===== config.mk =====
export PLATFORM = sky130hd
export DESIGN_NAME = fri_ctrl
export DESIGN_NICKNAME = d
export VERILOG_FILES = /design/src/sv/fri_pkg.sv /design/src/sv/fri_ctrl.sv
export SDC_FILE = /design/constraint.sdc
export NUM_CORES = 1
export LEC_CHECK = 0
export CORE_MARGIN = 5
export CORE_UTILIZATION = 40
export DETAILED_ROUTE_END_ITERATION = 8
export DONT_BUFFER_PORTS = 1
export PLACE_DENSITY = 0.65
export SYNTH_ARGS = -nofsm -noshare
export SYNTH_HDL_FRONTEND = slang
export SYNTH_SLANG_ARGS = --single-unit

===== constraint.sdc =====
create_clock -name clk -period 1.8 [get_ports clk]
set_input_delay 0.18 -clock clk [delete_from_list [all_inputs] [get_ports clk]]
set_output_delay 0.18 -clock clk [all_outputs]
set_load 0.01 [all_outputs]

===== src/sv/fri_pkg.sv =====
// fri_pkg: shared types, codes and arithmetic helpers of the field receiver interpolator.
// Used by fri_div, fri_dp, fri_ctrl and the top level. No dependencies.
package fri_pkg;

	localparam int DATA_W  = 32;
	localparam int WGT_W   = 16;
	localparam int RHO_W   = 24;
	localparam int ACC_W   = 64;
	localparam int FUNC_W  = 2;
	localparam int SCALE_RE_RST = 32'h4000_0000;
	localparam int SCALE_IM_RST = 32'h0000_0000;

	// Mode codes
	localparam logic [FUNC_W-1:0] FUNC_PLAIN = 2'd0;
	localparam logic [FUNC_W-1:0] FUNC_VERT  = 2'd1;
	localparam logic [FUNC_W-1:0] FUNC_MAG   = 2'd2;

	// Register indexes
	localparam logic REG_SCALE_RE = 1'b0;
	localparam logic REG_SCALE_IM = 1'b1;

	typedef enum logic [4:0] {
		CMD_NONE, CMD_LOAD, CMD_MUL_AB, CMD_MUL_C, CMD_W14, CMD_FAULT,
		CMD_DIV_G, CMD_G, CMD_MUL_RE, CMD_ACC_RE, CMD_MUL_IM, CMD_ACC_IM,
		CMD_ZSAT, CMD_DIV_RE, CMD_RAT_RE, CMD_DIV_IM, CMD_RAT_IM, CMD_RND14,
		CMD_MUL_P1, CMD_SET_T, CMD_MUL_P2, CMD_SUB_T, CMD_MUL_P3, CMD_SET_U,
		CMD_MUL_P4, CMD_ADD_U, CMD_RND30, CMD_OUT
	} cmd_t;

	typedef enum logic [4:0] {
		S_IDLE, S_MAB, S_MC, S_W14, S_FLT, S_DIVG, S_WDG, S_G, S_MRE, S_ARE,
		S_MIM, S_AIM, S_TAIL, S_ZSAT, S_DRE, S_WDRE, S_RRE, S_DIM, S_WDIM,
		S_RIM, S_R14, S_M1, S_A1, S_M2, S_A2, S_M3, S_A3, S_M4, S_A4, S_R30,
		S_OUT
	} state_t;

	typedef struct packed {
		logic [FUNC_W-1:0] func;
		logic              last;
		logic              rho_zero;
		logic              wt_zero;
		logic              div_done;
		logic              out_free;
	} status_t;

	// Add with saturation at the 64-bit signed range
	function automatic logic signed [ACC_W-1:0] sat_add64(input logic signed [ACC_W-1:0] a,
		input logic signed [ACC_W-1:0] b);
		logic signed [ACC_W:0] s;
		s = {a[ACC_W-1], a} + {b[ACC_W-1], b};
		if (s[ACC_W] != s[ACC_W-1])
			return s[ACC_W] ? {1'b1, {(ACC_W-1){1'b0}}} : {1'b0, {(ACC_W-1){1'b1}}};
		return s[ACC_W-1:0];
	endfunction

	// Clamp to the 32-bit signed range
	function automatic logic [DATA_W-1:0] sat32(input logic signed [ACC_W-1:0] v);
		if (v > 64'sh0000_0000_7FFF_FFFF) return 32'h7FFF_FFFF;
		if (v < -64'sh0000_0000_8000_0000) return 32'h8000_0000;
		return v[DATA_W-1:0];
	endfunction

	// Round half up by 2^n with a saturating bias add, then clamp to 32 bits
	function automatic logic [DATA_W-1:0] rnd_sat32(input logic signed [ACC_W-1:0] v,
		input int n);
		logic signed [ACC_W-1:0] t;
		t = sat_add64(v, $signed(64'd1 << (n - 1)));
		return sat32(t >>> n);
	endfunction

endpackage


===== src/sv/fri_ctrl.sv =====
// fri_ctrl: controller state machine that sequences the datapath per tap.
// Depends on fri_pkg for the state, command and status types.
module fri_ctrl
	import fri_pkg::*;
(
	input  logic    clk,
	input  logic    arst_n,
	input  logic    in_valid,
	output logic    in_stall,
	input  status_t sts,
	output cmd_t    cmd
);
	state_t state_q, state_d;

	always_ff @(posedge clk or negedge arst_n) begin
		if (!arst_n)
			state_q <= S_IDLE;
		else
			state_q <= state_d;
	end

	// Next state
	always_comb begin
		state_d = state_q;
		unique case (state_q)
			S_IDLE: if (in_valid) state_d = S_MAB;
			S_MAB:  state_d = S_MC;
			S_MC:   state_d = S_W14;
			S_W14: begin
				if (sts.func != FUNC_VERT) state_d = S_MRE;
				else if (sts.rho_zero)     state_d = S_FLT;
				else                       state_d = S_DIVG;
			end
			S_FLT:  state_d = S_TAIL;
			S_DIVG: state_d = S_WDG;
			S_WDG:  if (sts.div_done) state_d = S_G;
			S_G:    state_d = S_MRE;
			S_MRE:  state_d = S_ARE;
			S_ARE:  state_d = S_MIM;
			S_MIM:  state_d = S_AIM;
			S_AIM:  state_d = S_TAIL;
			S_TAIL: begin
				if (!sts.last)                state_d = S_IDLE;
				else if (sts.func != FUNC_VERT) state_d = S_R14;
				else if (sts.wt_zero)         state_d = S_ZSAT;
				else                          state_d = S_DRE;
			end
			S_ZSAT: state_d = S_OUT;
			S_DRE:  state_d = S_WDRE;
			S_WDRE: if (sts.div_done) state_d = S_RRE;
			S_RRE:  state_d = S_DIM;
			S_DIM:  state_d = S_WDIM;
			S_WDIM: if (sts.div_done) state_d = S_RIM;
			S_RIM:  state_d = S_OUT;
			S_R14:  state_d = (sts.func == FUNC_MAG) ? S_M1 : S_OUT;
			S_M1:   state_d = S_A1;
			S_A1:   state_d = S_M2;
			S_M2:   state_d = S_A2;
			S_A2:   state_d = S_M3;
			S_M3:   state_d = S_A3;
			S_A3:   state_d = S_M4;
			S_M4:   state_d = S_A4;
			S_A4:   state_d = S_R30;
			S_R30:  state_d = S_OUT;
			S_OUT:  if (sts.out_free) state_d = S_IDLE;
			default: state_d = S_IDLE;
		endcase
	end

	// Commands
	always_comb begin
		cmd = CMD_NONE;
		unique case (state_q)
			S_IDLE: cmd = in_valid ? CMD_LOAD : CMD_NONE;
			S_MAB:  cmd = CMD_MUL_AB;
			S_MC:   cmd = CMD_MUL_C;
			S_W14:  cmd = CMD_W14;
			S_FLT:  cmd = CMD_FAULT;
			S_DIVG: cmd = CMD_DIV_G;
			S_G:    cmd = CMD_G;
			S_MRE:  cmd = CMD_MUL_RE;
			S_ARE:  cmd = CMD_ACC_RE;
			S_MIM:  cmd = CMD_MUL_IM;
			S_AIM:  cmd = CMD_ACC_IM;
			S_ZSAT: cmd = CMD_ZSAT;
			S_DRE:  cmd = CMD_DIV_RE;
			S_RRE:  cmd = CMD_RAT_RE;
			S_DIM:  cmd = CMD_DIV_IM;
			S_RIM:  cmd = CMD_RAT_IM;
			S_R14:  cmd = CMD_RND14;
			S_M1:   cmd = CMD_MUL_P1;
			S_A1:   cmd = CMD_SET_T;
			S_M2:   cmd = CMD_MUL_P2;
			S_A2:   cmd = CMD_SUB_T;
			S_M3:   cmd = CMD_MUL_P3;
			S_A3:   cmd = CMD_SET_U;
			S_M4:   cmd = CMD_MUL_P4;
			S_A4:   cmd = CMD_ADD_U;
			S_R30:  cmd = CMD_RND30;
			S_OUT:  cmd = sts.out_free ? CMD_OUT : CMD_NONE;
			S_WDG, S_WDRE, S_WDIM, S_TAIL: cmd = CMD_NONE;
			default: cmd = CMD_NONE;
		endcase
	end

	assign in_stall = (state_q != S_IDLE);
endmodule


Word-level counts from Yosys, hierarchy flattened

Index checks and enable logic that the tools add are counted.

Bits of input ports: 10
Word-level logic and storage cells: 58
Output and inout bits: 6
Bits in registers: 5

Equal/unequal tests: 37
Muxes and demuxes: 15
Reduce and logical (&&, ||, !) cells: 5

Operators by type and width:

| kind               | count |
|---|---|
| $pmux 5 s28        | 1 |
| $pmux 5 s27        | 1 |
| $eq 5x5->1 const B | 15 |
| $eq 5x4->1 const B | 8 |
| $mux 5             | 8 |
| $eq 5x3->1 const B | 4 |
| $eq 5x2->1 const B | 2 |
| $ne 2x2->1 const B | 5 |
| $mux 4             | 2 |
| $eq 5x1->1 const B | 1 |
| $logic_not 5->1    | 1 |
| $reduce_and 5->1   | 1 |
| $reduce_bool 5->1  | 1 |
| $reduce_or 3->1    | 1 |
| $eq 2x2->1 const B | 1 |
| $mux 1             | 2 |
| $mux 2             | 1 |
| $ne 2x1->1 const B | 1 |
| $reduce_or 2->1    | 1 |

Longest topological paths before layout

Depth after elaboration: 4
Gate-level depth with buffers: 7
Mapped depth without buffers: 5

Worst setup path after synthesis

Ideal clock, no wire load.

Path kind: reg-to-reg
Start: register state_q[3]
End: register state_q[2]
Required time: 1.679 ns
Path buffers: 1
Setup time: 0.121 ns
Setup slack: 0.244 ns
Clock period less this slack: 1.556 ns
Stages on the path, launching flop included: 7
Data arrival time: 1.435 ns
Cell sequence: dfrtp_1 -> buf_2 -> inv_1 -> or4_1 -> a21oi_1 -> o22ai_1 -> a22o_1

Cells in the longest elaborated chain, start to end: 3
Elaborated cells between the ends (all ways): 40
Classes of those cells: eq/ne: 35; mux: 1; reduce/logical: 4

Ends and longest elaborated chain:

| what                                                           | line           | source |
|---|---|---|
| from (decl)                                                    | fri_ctrl.sv:13 | `state_t state_q, state_d;` |
| from (signal assigned)                                         | fri_ctrl.sv:19 | `state_q <= state_d;` |
| $eq 5x5->1, or another cell as far along                       | fri_ctrl.sv:25 | `unique case (state_q)` |
| $reduce_or 3->1 (no source line), or another cell as far along | n/a            |  |
| $pmux 5 s28 / $reduce_and 5->1 (equally long branches)         | n/a            |  |

Several ways; a longest one is shown, not always the timed one.
A chain may end at the register's enable or synchronous reset.

Worst setup path after layout

Start: register state_q[4]
End: register state_q[2]

The elaborated chain is that of the path after synthesis.

==> run_results.csv <==
group,metric,value,unit
synth,muxShareOfSynthArea,0,
hold_path,hold_class,"in -> reg",
synth,ys_async_sr_fraction,1.00,
sta,max_freq,0.570,GHz
critical_path,reg2reg_depth,5,
sta,fin_crit,1.76,ns
critical_path,reg2reg_from,"state_q[4]",
critical_path,required,1.94,ns
synth,synth_warnings,0,
critical_path,slowest_delay,0.47,ns
synth,yosysUniqueCellTypes,42,
synth,avgSynthCellArea,6.74,µm²
routing,finalWirelength,2960,µm
global_route,grt_max_degree,14,
clock_network,path_clk_slew,0.05,ns
final_layout,top_register,"state_q",
sta,worstMarginPinSlew,0.411,ns
sta,whs,0.0923,ns
synth,synthAdderAreaFrac,0.0119,
clock_network,cts.sinks,5,
critical_path,path_cells,"buf_4 > or4_1 > a21oi_1 > o22ai_1 > a22o_1",
synth,yosys.area.top_type,"dfrtp_1",
hold_path,hold_depth,2,
final_layout,top_regs,"state_q (5)",
synth,synth_top_cells_by_area,"dfrtp_1, nand2_1, o21ai_0",
sta,worst_clock_skew,0.00642,ns
final_layout,final_common_cell,"buf_4",
final_layout,multi_input_area,651,µm²
global_route,grt_antenna_before_repair,0,
clock_network,root_buffer,"clkbuf_4",
final_layout,fillers,179,
routing,dr.pass1.iters,4,
floorplanning,dieArea,0.00312,mm²
critical_path,crit_path_end_kind,"flop",
global_route,grt_pass1_wl,4670,µm
global_route,grt_overflow,0,
sta,timing.slew.headroom,0.723,
critical_path,critical_path_class,"reg -> reg",
critical_path,startpoint_type,"flop",
routing,routedWlPerCell,16.9,µm
status,status,"finished, final reports clean",
routing,ant_nets,0,
synth,synth_top_area_share,0.149,
floorplanning,ioPinCount,16,
sta,setup_violations,0,
synth,syn_nets,135,
synth,synth_edf_count,0,
critical_path,r2r_setup_slack,0.04,ns
global_route,grt_usage,0.183,
place,dp_hpwl,2110,µm
sta,rsz0062_at_grt,"true",
routing,vias,1104,
final_layout,n_antenna_cell,0,
final_layout,final_cell_mix,"buf_4, nand2_1, nor2_1",
routing,dr.first_iter.drc_count,33,
critical_path,worstPathArrival,1.89,ns
synth,ys.flop_type,"dfrtp_1",
critical_path,regToRegEndpoint,"state_q[2]",
floorplanning,coreArea,0.00198,mm²
final_layout,drive_above_1_share,0.311,
pwr,p_leak,0.460,nW
floorplanning,rows,16,
synth,synth_seq_cells,5,
synth,synthXorXnorAreaFrac,0.0312,
sta,maxSlewViolCount,0,
hold_path,hold_end,"state_q[1]",
final_layout,finish.net_count,159,
final_layout,post-route-util,0.563,
floorplanning,die_width,55.9,µm
floorplanning,initial_core_util,0.425,
routing,drc_errors,0,
clock_network,cts_max_level,1,
clock_network,cts_tree,"yes",
pwr,power_density,2110,mW/mm²
sta,fin_crit_sh,0.975,
synth,netlist_area,842,µm²
sta,finalHoldViolCount,0,
global_route,first_global_vias,1033,
place,io_buffers,0,
floorplanning,dieHeight,55.9,µm
final_layout,area_growth,32.4,%
hold_path,hold_path.startpoint,"sts[4]",
synth,synthSimpleGateAreaFrac,0.282,
routing,viasPerCell,6.31,
clock_network,cts_max_path_buffers,2,
final_layout,seq_area,130,µm²
job,max-cap-violations,0,
final_layout,largest_reg_flops,5,
critical_path,slowest_stage,"dfrtp_2",
synth,yosysSeqAreaShare,0.149,
place,gp_congestion,0.884,
pwr,ir_worst_vdd,0.969,mV
synth,synth_top_family_by_area,"compound AO/OA/AOI/OAI gates",
clock_network,clkLatencyLatePin,0.26,ns
synth,synth_compound_area_frac,0.435,
synth,synth_cells,125,
critical_path,path_max_fanout,8,
clock_network,cts_buffers,3,
==> cells in the mapped netlist, types with 2 or more instances <==
cell / count
o21bai_1: 2
and3b_1: 2
a22o_1: 3
a31oi_1: 5
nor2b_1: 5
clkbuf_1: 7
nand2b_1: 3
a41oi_1: 3
nand3_1: 3
nor2_1: 10
buf_2: 4
a21oi_1: 5
o22ai_1: 6
inv_1: 4
o211ai_1: 3
o21ai_0: 8
dfrtp_1: 5
a21o_1: 2
nand2_1: 18
nor3_1: 3
xnor2_1: 3
==> cell families (layout without fill, tap and decap cells) <==
family / after synthesis / after routing
compound gates: 50 / 50
xor+xnor: 3 / 3
fa+ha+maj: 1 / 1
buf+inv: 17 / 40
flops: 5 / 5
simple gates: 49 / 49
==> report_power, final <==
part | switching, mW | internal, mW
Clock | 0.0578 | 0.0845
Sequential | 0.120 | 0.179
Combinational | 1.01 | 0.902
==> critical path: cells and delay by family (launching register included) <==
family,cells,cell delay (ns)
compound gates,3,0.49
flops,1,0.47
simple gates,1,0.47
buf+inv,1,0.19
==> what timing repair did <==
item                       CTS  global route
setup buffers                0             9
setup endpoints to repair    2             5
hold buffers                 1             0
pin swaps                    0             2
resized for setup            2            14
hold endpoints to repair     5             0
==> layer usage <==
metal  wire [µm]  vias up  share of wire  track usage
met5           0        -              0            0
met4          77        0          0.026       0.0983
met3         186        8          0.063       0.0278
met2        1480       54           0.50        0.291
met1        1210      522           0.41        0.237
li1            -      520              -            -
==> cell type report <==
class                      count  share of cell area
inverter                       4              0.0135
timing repair buffer          32               0.232
sequential                     5               0.117
multi-input combinational    103               0.584
clock buffer                   4              0.0236
tap                           27              0.0303
==> worst max path at each step <==
stage,from,slack [ns],endpoint,depth (start not counted)
final,state_q[4],0.04,state_q[2],5
after global routing,state_q[3],-0.008,cmd[1],7
after CTS,state_q[2],0.001,cmd[0],5
after detailed placement,state_q[3],0.08,state_q[2],5
after global placement,state_q[4],0.12,state_q[2],5
after floorplan,state_q[3],0.24,state_q[2],6
==> metrics by stage <==
stage          worst slack [ns]  std cells  TNS [ns]  area, µm²  power [mW]
2_1_floorplan             0.244        125         0        842        1.41
3_3_place_gp              0.125        161         0        980        1.94
3_5_place_dp             0.0772        161         0        980        1.98
4_1_cts                 0.00137        166         0       1020        2.13
5_1_grt                -0.00754        175   -0.0113       1110        2.54
6_report                 0.0448        175         0       1110        2.35
(Power assumes the default switching activity.)
